## src/design/usan_pkg.sv

```systemverilog
// shared types, constants and byte classification for the utf-8 sanitiser
package usan_pkg;

  localparam int BUDGET_WIDTH = 16;
  localparam int CFG_WIDTH    = 16;
  localparam int BUDGET_RESET = 200;
  localparam int QUEUE_DEPTH  = 4;
  localparam int QPTR_W       = $clog2(QUEUE_DEPTH);

  // replacement character as utf-8
  localparam logic [7:0] REPL_B0 = 8'hEF;
  localparam logic [7:0] REPL_B1 = 8'hBF;
  localparam logic [7:0] REPL_B2 = 8'hBD;

  // sequence length codes from the lead byte
  localparam logic [2:0] LEN_BAD   = 3'd0;
  localparam logic [2:0] LEN_ASCII = 3'd1;
  localparam logic [2:0] LEN_TWO   = 3'd2;
  localparam logic [2:0] LEN_THREE = 3'd3;
  localparam logic [2:0] LEN_FOUR  = 3'd4;
  localparam logic [2:0] LEN_REPL  = 3'd3;

  // at most one command per input beat: r_pre replacements, an optional
  // pass-through sequence, then r_post replacements
  typedef struct packed {
    logic [3:0][7:0] seq;
    logic [2:0]      seq_len;
    logic [2:0]      r_pre;
    logic [1:0]      r_post;
    logic            eos;
    logic            all_valid;
  } cmd_t;

  function automatic logic [2:0] lead_len(input logic [7:0] b);
    logic [2:0] len;
    len = LEN_BAD;
    if (b inside {[8'h00:8'h7F]}) len = LEN_ASCII;
    else if (b inside {[8'hC2:8'hDF]}) len = LEN_TWO;
    else if (b inside {[8'hE0:8'hEF]}) len = LEN_THREE;
    else if (b inside {[8'hF0:8'hF4]}) len = LEN_FOUR;
    return len;
  endfunction

  function automatic logic is_cont(input logic [7:0] b);
    return b inside {[8'h80:8'hBF]};
  endfunction

  function automatic logic second_ok(input logic [7:0] lead, input logic [7:0] b);
    logic ok;
    case (lead)
      8'hE0: begin
        ok = b inside {[8'hA0:8'hBF]};
      end
      8'hED: begin
        ok = b inside {[8'h80:8'h9F]};
      end
      8'hF0: begin
        ok = b inside {[8'h90:8'hBF]};
      end
      8'hF4: begin
        ok = b inside {[8'h80:8'h8F]};
      end
      default: begin
        ok = is_cont(b);
      end
    endcase
    return ok;
  endfunction

endpackage

```

## src/design/usan_front.sv

```systemverilog
// front end: parses input beats and issues emit commands
module usan_front import usan_pkg::*; (
  input  logic       clk,
  input  logic       rst_n,
  input  logic       in_tvalid,
  output logic       in_tready,
  input  logic [7:0] in_data,
  input  logic       in_eos,
  output logic       push,
  output cmd_t       push_cmd,
  input  logic       q_ready
);

  logic [2:0][7:0] pend_r;
  logic [2:0][7:0] pend_nxt;
  logic [1:0]      cnt_r, cnt_nxt;
  logic [2:0]      exp_r, exp_nxt;
  logic            inv_r, inv_nxt;
  logic            acc;
  logic            do_lead;
  logic            ok;
  logic [2:0]      lead;
  logic            any_repl;
  cmd_t            cmd;

  assign in_tready = q_ready;
  assign acc       = in_tvalid && in_tready;
  assign lead      = lead_len(in_data);

  always_comb begin
    pend_nxt      = pend_r;
    cnt_nxt       = cnt_r;
    exp_nxt       = exp_r;
    inv_nxt       = inv_r;
    do_lead       = 1'b0;
    cmd.seq       = {8'h00, pend_r[2], pend_r[1], pend_r[0]};
    cmd.seq_len   = 3'd0;
    cmd.r_pre     = 3'd0;
    cmd.r_post    = 2'd0;
    cmd.eos       = in_eos;
    cmd.all_valid = 1'b0;
    ok = (cnt_r == 2'd1) ? second_ok(pend_r[0], in_data) : is_cont(in_data);
    if (cnt_r == 2'd0) begin
      do_lead = 1'b1;
    end else if (ok) begin
      if (({1'b0, cnt_r} + 3'd1) >= exp_r) begin
        cmd.seq[cnt_r] = in_data;
        cmd.seq_len    = {1'b0, cnt_r} + 3'd1;
        cnt_nxt        = 2'd0;
        exp_nxt        = 3'd0;
      end else begin
        pend_nxt[cnt_r] = in_data;
        cnt_nxt         = cnt_r + 2'd1;
      end
    end else begin
      cmd.r_pre = {1'b0, cnt_r};
      cnt_nxt   = 2'd0;
      exp_nxt   = 3'd0;
      do_lead   = 1'b1;
    end
    if (do_lead) begin
      if (lead == LEN_ASCII) begin
        cmd.seq[0]  = in_data;
        cmd.seq_len = 3'd1;
      end else if (lead == LEN_BAD) begin
        cmd.r_pre = cmd.r_pre + 3'd1;
      end else begin
        pend_nxt[0] = in_data;
        cnt_nxt     = 2'd1;
        exp_nxt     = lead;
      end
    end
    any_repl = (cmd.r_pre != 3'd0);
    if (in_eos) begin
      // unfinished sequence at end of string: one replacement per held byte
      cmd.r_post    = cnt_nxt;
      any_repl      = any_repl || (cnt_nxt != 2'd0);
      cmd.all_valid = !(inv_r || any_repl);
      cnt_nxt       = 2'd0;
      exp_nxt       = 3'd0;
      inv_nxt       = 1'b0;
    end else begin
      inv_nxt = inv_r || any_repl;
    end
  end

  assign push_cmd = cmd;
  assign push = acc && (in_eos || (cmd.seq_len != 3'd0) || (cmd.r_pre != 3'd0));

  always_ff @(posedge clk) begin
    if (!rst_n) begin
      cnt_r <= 2'd0;
      exp_r <= 3'd0;
      inv_r <= 1'b0;
    end else if (acc) begin
      cnt_r <= cnt_nxt;
      exp_r <= exp_nxt;
      inv_r <= inv_nxt;
    end
  end

  always_ff @(posedge clk) begin
    if (acc) begin
      pend_r <= pend_nxt;
    end
  end

endmodule

```

## src/design/usan_queue.sv

```systemverilog
// short command queue between front and back end
module usan_queue import usan_pkg::*; (
  input  logic clk,
  input  logic rst_n,
  input  logic push,
  input  cmd_t push_cmd,
  output logic q_ready,
  output logic q_valid,
  output cmd_t head,
  input  logic pop
);

  cmd_t              mem_r [QUEUE_DEPTH];
  logic [QPTR_W-1:0] wr_ptr_r, rd_ptr_r;
  logic [QPTR_W:0]   count_r, count_nxt;

  assign q_ready = (count_r != (QPTR_W+1)'(QUEUE_DEPTH));
  assign q_valid = (count_r != '0);
  assign head    = mem_r[rd_ptr_r];

  always_comb begin
    count_nxt = count_r;
    if (push && !pop) count_nxt = count_r + 1'b1;
    else if (pop && !push) count_nxt = count_r - 1'b1;
  end

  always_ff @(posedge clk) begin
    if (!rst_n) begin
      wr_ptr_r <= '0;
      rd_ptr_r <= '0;
      count_r  <= '0;
    end else begin
      if (push) wr_ptr_r <= wr_ptr_r + 1'b1;
      if (pop) rd_ptr_r <= rd_ptr_r + 1'b1;
      count_r <= count_nxt;
    end
  end

  always_ff @(posedge clk) begin
    if (push) begin
      mem_r[wr_ptr_r] <= push_cmd;
    end
  end

endmodule

```

## src/design/usan_back.sv

```systemverilog
// back end: budget check and byte-by-byte emission of commands
module usan_back import usan_pkg::*; (
  input  logic                    clk,
  input  logic                    rst_n,
  input  logic                    q_valid,
  input  cmd_t                    head,
  output logic                    pop,
  input  logic [BUDGET_WIDTH-1:0] max_bytes,
  output logic                    out_tvalid,
  input  logic                    out_tready,
  output logic [7:0]              out_byte,
  output logic                    out_present,
  output logic                    out_last,
  output logic                    out_trunc,
  output logic                    out_valid
);

  localparam int SW = BUDGET_WIDTH + 1;

  logic [BUDGET_WIDTH-1:0] be_r, be_nxt;
  logic                    stop_r, stop_nxt;
  logic [2:0]              u_r, u_nxt;
  logic [1:0]              j_r, j_nxt;
  logic                    any_r, any_nxt;
  logic                    ov_r, ov_nxt;
  logic                    load;
  logic [7:0]              byte_nxt;
  logic                    pres_nxt, last_nxt, trunc_nxt, valid_nxt;
  logic [7:0]              byte_r;
  logic                    pres_r, last_r, trunc_r, valid_r;
  logic                    can_emit;
  logic [2:0]              n_units, len_cur, len_next;
  logic                    last_unit, is_seq, fit_cur, fit_next, last_byte;
  logic [SW-1:0]           be_base;
  logic [SW-1:0]           max_ext;
  logic [7:0]              repl_byte;

  function automatic logic [2:0] unit_len(input cmd_t c, input logic [2:0] u,
                                          input logic [2:0] n);
    logic [2:0] l;
    if (u >= n) l = 3'd0;
    else if ((u == c.r_pre) && (c.seq_len != 3'd0)) l = c.seq_len;
    else l = LEN_REPL;
    return l;
  endfunction

  assign can_emit  = !ov_r || out_tready;
  assign n_units   = head.r_pre + {2'b00, (head.seq_len != 3'd0)} + {1'b0, head.r_post};
  assign len_cur   = unit_len(head, u_r, n_units);
  assign len_next  = unit_len(head, u_r + 3'd1, n_units);
  assign last_unit = ((u_r + 3'd1) == n_units);
  assign is_seq    = (u_r == head.r_pre) && (head.seq_len != 3'd0);
  assign max_ext   = {1'b0, max_bytes};
  assign fit_cur   = (j_r != 2'd0) || (({1'b0, be_r} + SW'(len_cur)) <= max_ext);
  assign be_base   = (j_r == 2'd0) ? ({1'b0, be_r} + SW'(len_cur)) : {1'b0, be_r};
  assign fit_next  = (len_next == 3'd0) || ((be_base + SW'(len_next)) <= max_ext);
  assign last_byte = ({1'b0, j_r} == (len_cur - 3'd1));

  always_comb begin
    case (j_r)
      2'd0:    repl_byte = REPL_B0;
      2'd1:    repl_byte = REPL_B1;
      default: repl_byte = REPL_B2;
    endcase
  end

  always_comb begin
    be_nxt    = be_r;
    stop_nxt  = stop_r;
    u_nxt     = u_r;
    j_nxt     = j_r;
    any_nxt   = any_r;
    pop       = 1'b0;
    load      = 1'b0;
    byte_nxt  = 8'h00;
    pres_nxt  = 1'b0;
    last_nxt  = 1'b0;
    trunc_nxt = 1'b0;
    valid_nxt = 1'b0;
    if (q_valid && can_emit) begin
      if ((n_units == 3'd0) || stop_r || !fit_cur) begin
        // nothing more to send for this command; end marker if string ends bare
        pop       = 1'b1;
        load      = head.eos && !any_r;
        last_nxt  = 1'b1;
        trunc_nxt = 1'b1;
        trunc_nxt = stop_r || (n_units != 3'd0);
        valid_nxt = head.all_valid;
        stop_nxt  = stop_r || (n_units != 3'd0);
        u_nxt     = 3'd0;
        j_nxt     = 2'd0;
        any_nxt   = 1'b0;
        if (head.eos) begin
          be_nxt   = '0;
          stop_nxt = 1'b0;
        end
      end else begin
        load     = 1'b1;
        byte_nxt = is_seq ? head.seq[j_r] : repl_byte;
        pres_nxt = 1'b1;
        any_nxt  = 1'b1;
        if (j_r == 2'd0) be_nxt = be_base[BUDGET_WIDTH-1:0];
        if (last_byte) begin
          if (last_unit || !fit_next) begin
            pop       = 1'b1;
            last_nxt  = head.eos;
            trunc_nxt = head.eos && !fit_next;
            valid_nxt = head.eos && head.all_valid;
            stop_nxt  = !fit_next;
            u_nxt     = 3'd0;
            j_nxt     = 2'd0;
            any_nxt   = 1'b0;
            if (head.eos) begin
              be_nxt   = '0;
              stop_nxt = 1'b0;
            end
          end else begin
            u_nxt = u_r + 3'd1;
            j_nxt = 2'd0;
          end
        end else begin
          j_nxt = j_r + 2'd1;
        end
      end
    end
    if (load) ov_nxt = 1'b1;
    else if (out_tready) ov_nxt = 1'b0;
    else ov_nxt = ov_r;
  end

  always_ff @(posedge clk) begin
    if (!rst_n) begin
      be_r   <= '0;
      stop_r <= 1'b0;
      u_r    <= 3'd0;
      j_r    <= 2'd0;
      any_r  <= 1'b0;
      ov_r   <= 1'b0;
    end else begin
      be_r   <= be_nxt;
      stop_r <= stop_nxt;
      u_r    <= u_nxt;
      j_r    <= j_nxt;
      any_r  <= any_nxt;
      ov_r   <= ov_nxt;
    end
  end

  always_ff @(posedge clk) begin
    if (load) begin
      byte_r  <= byte_nxt;
      pres_r  <= pres_nxt;
      last_r  <= last_nxt;
      trunc_r <= trunc_nxt;
      valid_r <= valid_nxt;
    end
  end

  assign out_tvalid  = ov_r;
  assign out_byte    = byte_r;
  assign out_present = pres_r;
  assign out_last    = last_r;
  assign out_trunc   = trunc_r;
  assign out_valid   = valid_r;

endmodule

```

## src/design/utf8_bounded_sanitizer_top.sv

```systemverilog
// top level of the utf-8 sanitiser with output byte budget
//
// input stream: one raw string byte per beat in in_tdata, in_tlast on the
// final byte of a string. output stream: one byte per beat, either passed
// through or part of an ef bf bd replacement; out_tlast marks the final beat
// of a string, which also carries the truncated and all-valid flags. a string
// whose end step emits nothing gets a bare end marker (out_tuser low).
// cfg_wr_en/cfg_wr_data set the per-string byte budget (reset 200); write it
// only while the block is idle.
// throughput: one input beat per cycle while output flows; one output beat
// per cycle, set by the single output register. a replacement expands to
// three beats, so bursts are soaked up by the four-entry command queue and
// in_tready drops once it fills.
// reset clears the parser state, the queue and the output valid flag; the budget
// goes back to 200. when out_tready is low the output beat holds and the
// front keeps taking bytes until the queue is full.
module utf8_bounded_sanitizer_top import usan_pkg::*; (
  input  logic                 clk,
  input  logic                 rst_n,
  // config port
  input  logic                 cfg_wr_en,
  input  logic [CFG_WIDTH-1:0] cfg_wr_data,
  // input stream
  input  logic                 in_tvalid,
  output logic                 in_tready,
  input  logic [7:0]           in_tdata,   // [7:0] data_byte
  input  logic                 in_tlast,   // end_of_string
  // output stream
  output logic                 out_tvalid,
  input  logic                 out_tready,
  output logic [15:0]          out_tdata,  // [7:0] out_byte, [8] was_truncated, [9] all_valid
  output logic                 out_tuser,  // [0] byte_present
  output logic                 out_tlast   // last_of_run
);

  logic [BUDGET_WIDTH-1:0] max_r, max_nxt;
  logic                    push, q_ready, q_valid, pop;
  cmd_t                    push_cmd, head;
  logic [7:0]              ob;
  logic                    otrunc, ovalid;

  // budget register, loaded with the full written value on cfg_wr_en
  assign max_nxt = cfg_wr_en ? BUDGET_WIDTH'(cfg_wr_data) : max_r;

  always_ff @(posedge clk) begin
    if (!rst_n) begin
      max_r <= BUDGET_WIDTH'(BUDGET_RESET);
    end else begin
      max_r <= max_nxt;
    end
  end

  // parser: at most one command per accepted beat
  usan_front u_front (
    .clk       (clk),
    .rst_n     (rst_n),
    .in_tvalid (in_tvalid),
    .in_tready (in_tready),
    .in_data   (in_tdata),
    .in_eos    (in_tlast),
    .push      (push),
    .push_cmd  (push_cmd),
    .q_ready   (q_ready)
  );

  // decouples parsing from replacement bursts and output stalls
  usan_queue u_queue (
    .clk      (clk),
    .rst_n    (rst_n),
    .push     (push),
    .push_cmd (push_cmd),
    .q_ready  (q_ready),
    .q_valid  (q_valid),
    .head     (head),
    .pop      (pop)
  );

  // budget accounting and byte emission
  usan_back u_back (
    .clk         (clk),
    .rst_n       (rst_n),
    .q_valid     (q_valid),
    .head        (head),
    .pop         (pop),
    .max_bytes   (max_r),
    .out_tvalid  (out_tvalid),
    .out_tready  (out_tready),
    .out_byte    (ob),
    .out_present (out_tuser),
    .out_last    (out_tlast),
    .out_trunc   (otrunc),
    .out_valid   (ovalid)
  );

  assign out_tdata = {6'b000000, ovalid, otrunc, ob};

  // the front never writes into a full queue
  a_no_overflow: assert property (@(posedge clk) disable iff (!rst_n)
    push |-> q_ready) else $error("command queue overflow");

  // a bare end marker is always the final beat of a string
  a_marker_last: assert property (@(posedge clk) disable iff (!rst_n)
    (out_tvalid && !out_tuser) |-> out_tlast) else $error("bare marker without tlast");

  // status flags ride only on the final beat
  a_flags_last: assert property (@(posedge clk) disable iff (!rst_n)
    (out_tvalid && !out_tlast) |-> (!out_tdata[8] && !out_tdata[9]))
    else $error("status flags on a non-final beat");

  // nothing is popped from an empty queue
  a_no_underflow: assert property (@(posedge clk) disable iff (!rst_n)
    pop |-> q_valid) else $error("command queue underflow");

  // output is empty the cycle after reset
  a_reset_idle: assert property (@(posedge clk)
    !rst_n |=> !out_tvalid) else $error("output valid after reset");

endmodule
```

## config.mk

```make
export PLATFORM = sky130hd
export DESIGN_NAME = utf8_bounded_sanitizer_top
export DESIGN_NICKNAME = d
export VERILOG_FILES = /design/src/design/usan_pkg.sv /design/src/design/usan_front.sv /design/src/design/usan_queue.sv /design/src/design/usan_back.sv /design/src/design/utf8_bounded_sanitizer_top.sv
export SDC_FILE = /design/constraint.sdc
export NUM_CORES = 1
export LEC_CHECK = 0
export BUFFER_PORTS_ARGS = -buffer_cell sky130_fd_sc_hd__buf_2
export CAP_MARGIN = 20
export CORE_ASPECT_RATIO = 1.4
export CORE_MARGIN = 4
export CORE_UTILIZATION = 56
export DETAILED_ROUTE_END_ITERATION = 8
export PLACE_DENSITY = 0.76
export RECOVER_POWER = 50
export SETUP_SLACK_MARGIN = 0.05
export SLEW_MARGIN = 20
export SYNTH_ARGS = -nofsm -noshare
export SYNTH_HDL_FRONTEND = slang
export SYNTH_SLANG_ARGS = --single-unit
```

## constraint.sdc

```tcl
create_clock -name clk -period 8.8 [get_ports clk]
set_clock_uncertainty 0.2 [all_clocks]
set_input_delay 0.88 -clock clk [delete_from_list [all_inputs] [get_ports clk]]
set_output_delay 0.88 -clock clk [all_outputs]
set_load 0.01 [all_outputs]
```

==> results of run 1 <==
[critical path: cells and delay by family, from the launching register on]
family	cells	cell delay [ns]
simple gates	9	2.44
mux	1	0.52
buf+inv	4	0.24
flops	1	0.38
fa+ha+maj	8	2.43
compound gates	10	1.59
xor+xnor	3	0.58
[cells in the mapped netlist (all sizes together), types with 3 or more instances]
cell type / number
fa: 5
a211o: 3
mux2i: 21
a211oi: 4
dfxtp: 55
xnor2: 28
nand3b: 3
nand2: 60
nand3: 20
o2111ai: 4
mux4: 50
o31ai: 5
or4: 3
and2: 13
a32o: 4
and4: 3
a22oi: 4
o21ai: 26
clkbuf: 29
nor3: 18
inv: 48
o21bai: 3
buf: 26
nand4: 9
mux2: 40
or2: 8
a21o: 10
nor2b: 7
nand2b: 9
edfxtp: 204
nor4: 9
o211ai: 15
nor2: 68
a21oi: 33
a31oi: 5
xor2: 23
or3: 6
ha: 63
and3: 15
o2bb2ai: 8
[metal layers]
layer / vias to the layer above / GRT usage [%] / part of all wire (%)
met4: 0 / 10.6 / 4.7
met2: 262 / 40.9 / 53
met3: 78 / 2.83 / 3.7
li1: 3938 / - / -
met1: 4209 / 25.4 / 39
met5: - / 0 / 0
[stage by stage]
step	util [%]	instance area [um^2]	worst slack (ns)
after floorplan	-	13300	0.0730
after global placement	59.8	13900	0.160
after detailed placement	59.8	13900	-0.0203
after CTS	63.8	14900	0.0642
after global routing	64.4	15000	-0.0219
final	64.4	15000	0.317
[logic make-up (layout without fill, tap and decap cells)]
family	count (synthesis)	count (layout)	share of synthesized area [%]
xor+xnor	51	51	3.48
buf+inv	103	183	3.43
flops	259	259	54.4
fa+ha+maj	68	68	6.69
compound gates	147	147	8.20
mux	111	111	13.5
other cells	1	10	0.0282
simple gates	261	261	10.3
[cell usage in the layout, fill, tap and decap left out, types with 5 or more instances in the layout]
cell	count
sky130_fd_sc_hd__xnor2_1	26
sky130_fd_sc_hd__o2bb2ai_1	8
sky130_fd_sc_hd__clkbuf_16	25
sky130_fd_sc_hd__xor2_1	22
sky130_fd_sc_hd__buf_2	26
sky130_fd_sc_hd__nand2b_1	8
sky130_fd_sc_hd__mux4_2	50
sky130_fd_sc_hd__ha_1	60
sky130_fd_sc_hd__edfxtp_1	204
sky130_fd_sc_hd__nor3_1	15
sky130_fd_sc_hd__dfxtp_1	53
sky130_fd_sc_hd__and2_0	6
sky130_fd_sc_hd__nand3_1	20
sky130_fd_sc_hd__nor4_1	5
sky130_fd_sc_hd__o211ai_1	15
sky130_fd_sc_hd__a21o_1	9
sky130_fd_sc_hd__mux2i_1	21
sky130_fd_sc_hd__nand4_1	7
sky130_fd_sc_hd__and3_1	15
sky130_fd_sc_hd__nor2_1	68
sky130_fd_sc_hd__bufinv_16	5
sky130_fd_sc_hd__inv_1	45
sky130_fd_sc_hd__nor2b_1	7
sky130_fd_sc_hd__a21oi_1	29
sky130_fd_sc_hd__mux2_1	35
sky130_fd_sc_hd__o21ai_0	21
sky130_fd_sc_hd__conb_1	10
sky130_fd_sc_hd__clkbuf_1	29
sky130_fd_sc_hd__mux2_2	5
sky130_fd_sc_hd__nand2_1	60
sky130_fd_sc_hd__or2_2	6
sky130_fd_sc_hd__buf_4	44
[path summary, 6_finish.rpt]
kind,slack (ns),cells after the start,endpoint
worst max-delay path,0.32,35,u_queue.count_r[2]$_SDFFE_PN0P_
worst min-delay path,0.30,2,register
worst max register to register,0.32,35,u_queue.count_r[2]$_SDFFE_PN0P_
worst min register to register,0.30,2,register
[final cells by class]
class / instances / area share [%]
Clock buffer: 36 / 4.58
Clock inverter: 9 / 1.19
Multi-Input combinational cell: 648 / 38.6
Timing Repair Buffer: 90 / 3.57
Sequential cell: 259 / 48.3
Tap cell: 306 / 2.55
Inverter: 48 / 1.20
[what timing repair did]
item	4_1_cts	5_1_grt
pin swaps	6	21
endpoints found under the setup margin	1	2
buffers inserted	5	10
gates cloned	0	0
resized for setup	8	19
[report_power, final]
group / leakage (nW) / internal [W] / switching (W) / total [W]
sequential: 2.36 / 0.00149 / 0.0000699 / 0.00156
clock: 0.412 / 0.000690 / 0.000438 / 0.00113
combinational: 2.71 / 0.000836 / 0.00110 / 0.00194
total: 5.48 / 0.00302 / 0.00161 / 0.00463
[sequential cells by signal, summed over array words and instances (netlist names), named ones only]
register and flops:
u_front.inv_r 1, u_back.out_last 1, u_back.out_present 1, u_front.exp_r 3
u_back.out_trunc 1, u_back.j_r 2, u_back.out_tvalid 1, u_back.stop_r 1
u_back.out_byte 8, u_back.out_valid 1, u_queue.wr_ptr_r 2, u_back.u_r 3
u_front.cnt_r 2, u_front.pend_r 24, u_queue.mem_r 168, u_queue.rd_ptr_r 2
u_queue.count_r 3, max_r 16, u_back.be_r 16, u_back.any_r 1
==> impl_metrics.sql, run 1 <==
INSERT INTO impl_metrics (metric_group, metric, value, unit) VALUES
('synthesis', 'yosysWarningCount', '0', ''),
('timing', 'maxClockFrequency', '118', 'MHz'),
('routing', 'detail_route.drc_violations', '0', ''),
('synthesis', 'yosys.area.top_type', 'sky130_fd_sc_hd__edfxtp_1', ''),
('synthesis', 'synth.lib_cells_used.distinct', '87', ''),
('synthesis', 'synth_seq_cells', '259', ''),
('synthesis', 'postSynthAreaPerCell', '13.3', 'um^2'),
('clock_tree', 'cts.path.max_buffers', '3', ''),
('floorplan', 'floorplan.initialDensity', '57.0', '%'),
('floorplan', 'die-area', '0.0263', 'mm^2'),
('timing', 'fin_hold_ws', '0.299', 'ns'),
('routing', 'num_vias', '8487', ''),
('cells_and_area', 'layout-area-overhead-vs-synth', '12.8', '%'),
('global_route', 'grt_pass1_wl', '45800', 'um'),
('global_route', 'grt_use_total', '22.1', '%'),
('synthesis', 'post_synth_edffs', '204', ''),
('placed_design', 'detailedPlacementHpwl', '20500', 'um'),
('synthesis', 'mappedNetlistArea', '0.0133', 'mm^2'),
('placed_design', 'globalplace.congestion', '0.911', ''),
('cells_and_area', 'layoutNonFillerInstCount', '1396', ''),
('outcome', 'failed_checks', 'capacitance limit, slew limit', ''),
('global_route', 'grt-ovfl-total', '0', ''),
('synthesis', 'netlist_instances', '1001', ''),
('power', 'power-per-cell-area', '309', 'mW/mm^2'),
('run', 'maxCapViolCount', '1', ''),
('timing', 'max_slew_margin', '-0.465', '%'),
('critical_path', 'crit_required', '9.05', 'ns'),
('critical_path', 'setup.worst_path.class', 'register to register', ''),
('routing', 'drt_iter0_drc', '513', ''),
('timing', 'finalMaxSlewViolations', '28', ''),
('global_route', 'first_global_vias', '8496', ''),
('clock_tree', 'cts_htree_levels', '1', ''),
('routing', 'detail_route.first_pass.iterations', '4', ''),
('power', 'leakage', '5.48', 'nW'),
('synthesis', 'yosys.area.top_type_share', '46.1', '%'),
('routing', 'detail_route.wl_per_cell', '21.3', 'um'),
('cells_and_area', 'fillerInstances', '1738', ''),
('routing', 'via_per_inst', '6.08', ''),
('global_route', 'grt_start_max_net_pins', '43', ''),
('critical_path', 'timing.critical_path.from_type', 'register', ''),
('synthesis', 'synth-seq-area-share', '54.4', '%'),
('timing', 'finalWorstPathRequiredPeriod', '8.48', 'ns'),
('clock_tree', 'clk_pin_slew', '0.06', 'ns'),
('routing', 'postRouteWirelength', '29700', 'um'),
('clock_tree', 'cts_made_buffers', '25', ''),
('floorplan', 'ios', '50', ''),
('synthesis', 'synth_top_flop_cell', 'sky130_fd_sc_hd__edfxtp_1', ''),
('timing', 'hold_viol_final', '0', ''),
('clock_tree', 'clock_sinks', '259', ''),
('timing', 'worst_pin_slew', '1.51', 'ns'),
('clock_tree', 'tritoncts_clock_tree', 'built', ''),
('timing', 'timing.final.setup_violations', '0', ''),
('timing', 'min_period_over_period', '96.4', '%'),
('floorplan', 'core', '0.0233', 'mm^2'),
('placed_design', 'placed_cells', '1336', ''),
('placed_design', 'port_buf_inserts', '43', ''),
('cells_and_area', 'design.final.nets', '1170', ''),
('critical_path', 'slowest_delay', '0.52', 'ns'),
('timing', 'finalSetupTns', '0', 'ns'),
('critical_path', 'critPathArrivalTime', '8.73', 'ns'),
('cells_and_area', 'insertedDiodeCount', '0', ''),
('synthesis', 'ys_top_cells_by_area', 'sky130_fd_sc_hd__edfxtp_1 46%, sky130_fd_sc_hd__mux4_2 8.5%, sky130_fd_sc_hd__dfxtp_1 8.3%, sky130_fd_sc_hd__ha_1 5.9%, sky130_fd_sc_hd__mux2_2 3.4%', ''),
('global_route', 'initial_antenna_violation_count', '0', ''),
('power', 'irDropWorstVdd', '183', 'uV'),
('critical_path', 'timing.critical_path.slowest_stage_cell', 'sky130_fd_sc_hd__mux4_2', ''),
('floorplan', 'rows', '66', ''),
('floorplan', 'die-height', '190', 'um'),
('synthesis', 'synthArstFlopShare', '0', '%'),
('routing', 'final_antenna_net_count', '0', ''),
('outcome', 'status', 'finished with violations', ''),
('cells_and_area', 'final_layout_size_suffix_gt1_share', '20.4', '%');
Note: power is estimated with default switching activity, not from simulation.
==> inputs of run 2 (changes only) <==
CORE_UTILIZATION = 65   (was 56)
PLACE_DENSITY = 0.83   (was 0.76)
SLEW_MARGIN = not set   (was 20)
clock period = 10.3 ns   (was 8.8 ns; I/O delays follow)
==> run 2 against run 1 <==
Register-to-register slack gained 0.47 ns. Sequential share of layout area increased by 1.5 points. Design area shrank 3.0%. Critical path depth did not move. The flow still finishes with violations (capacitance limit, slew limit). Worst setup slack improved by 0.47 ns.
==> impl_metrics.sql, run 2 (synthesized netlist as in run 1, its figures left out) <==
INSERT INTO impl_metrics (metric_group, metric, value, unit) VALUES
('routing', 'detail_route.first_pass.iterations', '6', ''),
('placed_design', 'globalplace.congestion', '0.969', ''),
('critical_path', 'reg_to_reg_slack_setup', '0.78', 'ns'),
('min_path', 'hold_path_depth', '2', ''),
('floorplan', 'rows', '61', ''),
('global_route', 'grt_use_total', '27.5', '%'),
('timing', 'final_critical_path_setup_slack', '0.785', 'ns'),
('routing', 'detail_route.wl_per_cell', '23.4', 'um'),
('clock_tree', 'cts_made_buffers', '25', ''),
('timing', 'timing.final.setup_violations', '0', ''),
('global_route', 'grt_pass1_wl', '48200', 'um'),
('cells_and_area', 'largest_register_ff_count', '168', ''),
('cells_and_area', 'layout-area-overhead-vs-synth', '9.46', '%'),
('clock_tree', 'tritoncts_clock_tree', 'built', ''),
('routing', 'postRouteWirelength', '30700', 'um'),
('cells_and_area', 'commonest_non_fill_non_tap_cell_in_the_layout', 'sky130_fd_sc_hd__edfxtp_1', ''),
('cells_and_area', 'layout.core_utilization', '72.7', '%'),
('global_route', 'first_global_vias', '8734', ''),
('run', 'maxCapViolCount', '1', ''),
('global_route', 'grt_start_max_net_pins', '43', ''),
('timing', 'setup_repair_after_global_routing_missed_its_margin', 'no', ''),
('critical_path', 'ff2ff_path_depth', '35', ''),
('critical_path', 'slowest_delay', '0.57', 'ns'),
('cells_and_area', 'regArea', '0.00723', 'mm^2'),
('floorplan', 'floorplan.initialDensity', '66.4', '%'),
('floorplan', 'core', '0.0200', 'mm^2'),
('power', 'power-per-cell-area', '258', 'mW/mm^2'),
('clock_tree', 'worst_skew_pair.late_latency', '0.52', 'ns'),
('power', 'irDropWorstVdd', '168', 'uV'),
('timing', 'finalWorstPathRequiredPeriod', '9.52', 'ns'),
('clock_tree', 'clk_pin_slew', '0.06', 'ns'),
('min_path', 'timing.hold.worst.start', 'u_queue.rd_ptr_r[1]$_SDFFE_PN0P_', ''),
('critical_path', 'setup.worst_path.class', 'register to register', ''),
('timing', 'hold_viol_final', '0', ''),
('cells_and_area', 'final_layout_size_suffix_gt1_share', '16.1', '%'),
('cells_and_area', 'design.final.nets', '1139', ''),
('clock_tree', 'cts.path.max_buffers', '3', ''),
('critical_path', 'critPathArrivalTime', '9.77', 'ns'),
('critical_path', 'timing.critical_path.slowest_stage_cell', 'sky130_fd_sc_hd__mux4_2', ''),
('critical_path', 'crit_path_end_kind', 'register', ''),
('floorplan', 'die-width', '129', 'um'),
('global_route', 'grt-ovfl-total', '0', ''),
('floorplan', 'die-height', '177', 'um'),
('timing', 'min_period_over_period', '92.4', '%'),
('outcome', 'failed_checks', 'capacitance limit, slew limit', ''),
('cells_and_area', 'largest-register', 'u_queue.mem_r', ''),
('outcome', 'status', 'finished with violations', ''),
('critical_path', 'r2r_end', 'u_queue.count_r[2]$_SDFFE_PN0P_', ''),
('power', 'leakage', '5.33', 'nW'),
('floorplan', 'die-area', '0.0228', 'mm^2'),
('routing', 'via_per_inst', '6.48', ''),
('routing', 'final_antenna_net_count', '0', ''),
('routing', 'detail_route.drc_violations', '0', ''),
('timing', 'max_slew_margin', '-2.23', '%'),
('placed_design', 'port_buf_inserts', '43', ''),
('cells_and_area', 'fillerInstances', '1299', ''),
('placed_design', 'detailedPlacementHpwl', '20500', 'um'),
('floorplan', 'ios', '50', ''),
('critical_path', 'timing.critical_path.from_type', 'register', ''),
('clock_tree', 'clock_sinks', '259', ''),
('clock_tree', 'cts_htree_levels', '1', ''),
('timing', 'finalSetupTns', '0', 'ns'),
('cells_and_area', 'most-common-layout-cells', '204 x sky130_fd_sc_hd__edfxtp_1, 68 x sky130_fd_sc_hd__nor2_1, 63 x sky130_fd_sc_hd__ha_1, 60 x sky130_fd_sc_hd__nand2_1, 53 x sky130_fd_sc_hd__dfxtp_1', ''),
('timing', 'fin_hold_ws', '0.290', 'ns'),
('clock_tree', 'clk_root_buffer_cell', 'sky130_fd_sc_hd__clkbuf_16', ''),
('min_path', 'worst_hold_class', 'register to register', ''),
('routing', 'num_vias', '8492', ''),
('critical_path', 'crit_required', '10.55', 'ns'),
('cells_and_area', 'reg_top3', 'u_queue.mem_r x168, u_front.pend_r x24', ''),
('timing', 'maxClockFrequency', '105', 'MHz'),
('critical_path', 'timing.critical_path.fanout_max', '10', ''),
('cells_and_area', 'insertedDiodeCount', '0', ''),
('cells_and_area', 'multiInputGateArea', '0.00565', 'mm^2'),
('timing', 'worst_pin_slew', '1.53', 'ns'),
('placed_design', 'place_worst_setup_slack', '0.642', 'ns'),
('global_route', 'initial_antenna_violation_count', '0', ''),
('routing', 'drt_iter0_drc', '792', ''),
('timing', 'finalMaxSlewViolations', '28', '');
-- run 2: cell count changes in the layout (fill, tap and decap cells not counted), moves of 3 or more --
cell / delta
sky130_fd_sc_hd__clkbuf_1: -5
sky130_fd_sc_hd__buf_4: -31
sky130_fd_sc_hd__fa_2: -3
sky130_fd_sc_hd__ha_1: +3
sky130_fd_sc_hd__fa_1: +3
sky130_fd_sc_hd__ha_4: -3
-- run 2: stage by stage --
| stage | area, um^2 | std cells | power [W] |
|---|---|---|---|
| 3_3_place_gp | 13700 | 1265 | 0.00274 |
| 4_1_cts | 14600 | 1310 | 0.00376 |
| 5_1_grt | 14500 | 1311 | 0.00398 |
| 6_report | 14500 | 1311 | 0.00375 |
| 3_5_place_dp | 13700 | 1265 | 0.00278 |
| 2_1_floorplan | 13300 | 1010 | 0.00243 |
-- run 2: how the worst max path moves through the flow --
| stage | start | end | slack (ns) | cells after the start |
|---|---|---|---|---|
| floorplan | register | u_queue.count_r[2]$_SDFFE_PN0P_ | 1.31 | 37 |
| global placement | register | u_queue.count_r[2]$_SDFFE_PN0P_ | 0.86 | 35 |
| detailed placement | register | u_queue.count_r[2]$_SDFFE_PN0P_ | 0.64 | 35 |
| CTS | register | u_queue.count_r[2]$_SDFFE_PN0P_ | 0.58 | 35 |
| global route | register | u_queue.count_r[2]$_SDFFE_PN0P_ | 0.11 | 35 |
| finish | register | u_queue.count_r[2]$_SDFFE_PN0P_ | 0.78 | 35 |
-- run 2: timing repair --
action                                  CTS  global route
hold buffers                              0             0
buffers inserted                          0             1
endpoints found under the setup margin    0             1
gates resized for setup                   0             2
-- run 2: layout make-up --
type	instances	area share [%]
clock inverters	13	1.25
well taps	252	2.17
clock buffers	32	4.69
multi-input cells	648	38.8
inverters	48	1.24
repair buffers	59	2.08
flip-flops and latches	259	49.7
-- run 2: critical path, delay by kind of cell, from the launching register on --
| kind | cells | cell delay (ns) |
|---|---|---|
| AO/OA/AOI/OAI | 10 | 2.19 |
| XOR/XNOR | 3 | 0.65 |
| buffers and inverters | 4 | 0.30 |
| adder cells (fa/ha/maj) | 8 | 2.70 |
| multiplexers | 1 | 0.57 |
| AND/OR/NAND/NOR | 9 | 2.37 |
| flip-flops | 1 | 0.46 |
-- run 2: metal layers --
metal  part of all wire (%)  vias to the layer above  GRT usage [%]
met5                      0                        -              0
met4                    4.1                        0           11.2
met3                    5.5                       83           3.38
met2                     54                      346           50.8
met1                     36                     4205           32.1
li1                       -                     3858              -
-- run 2: power breakdown --
| part | switching (W) | internal, W | leakage (nW) |
|---|---|---|---|
| Combinational | 0.000856 | 0.000590 | 2.55 |
| Clock | 0.000387 | 0.000571 | 0.422 |
| Sequential | 0.0000700 | 0.00128 | 2.36 |
| Total | 0.00131 | 0.00244 | 5.33 |
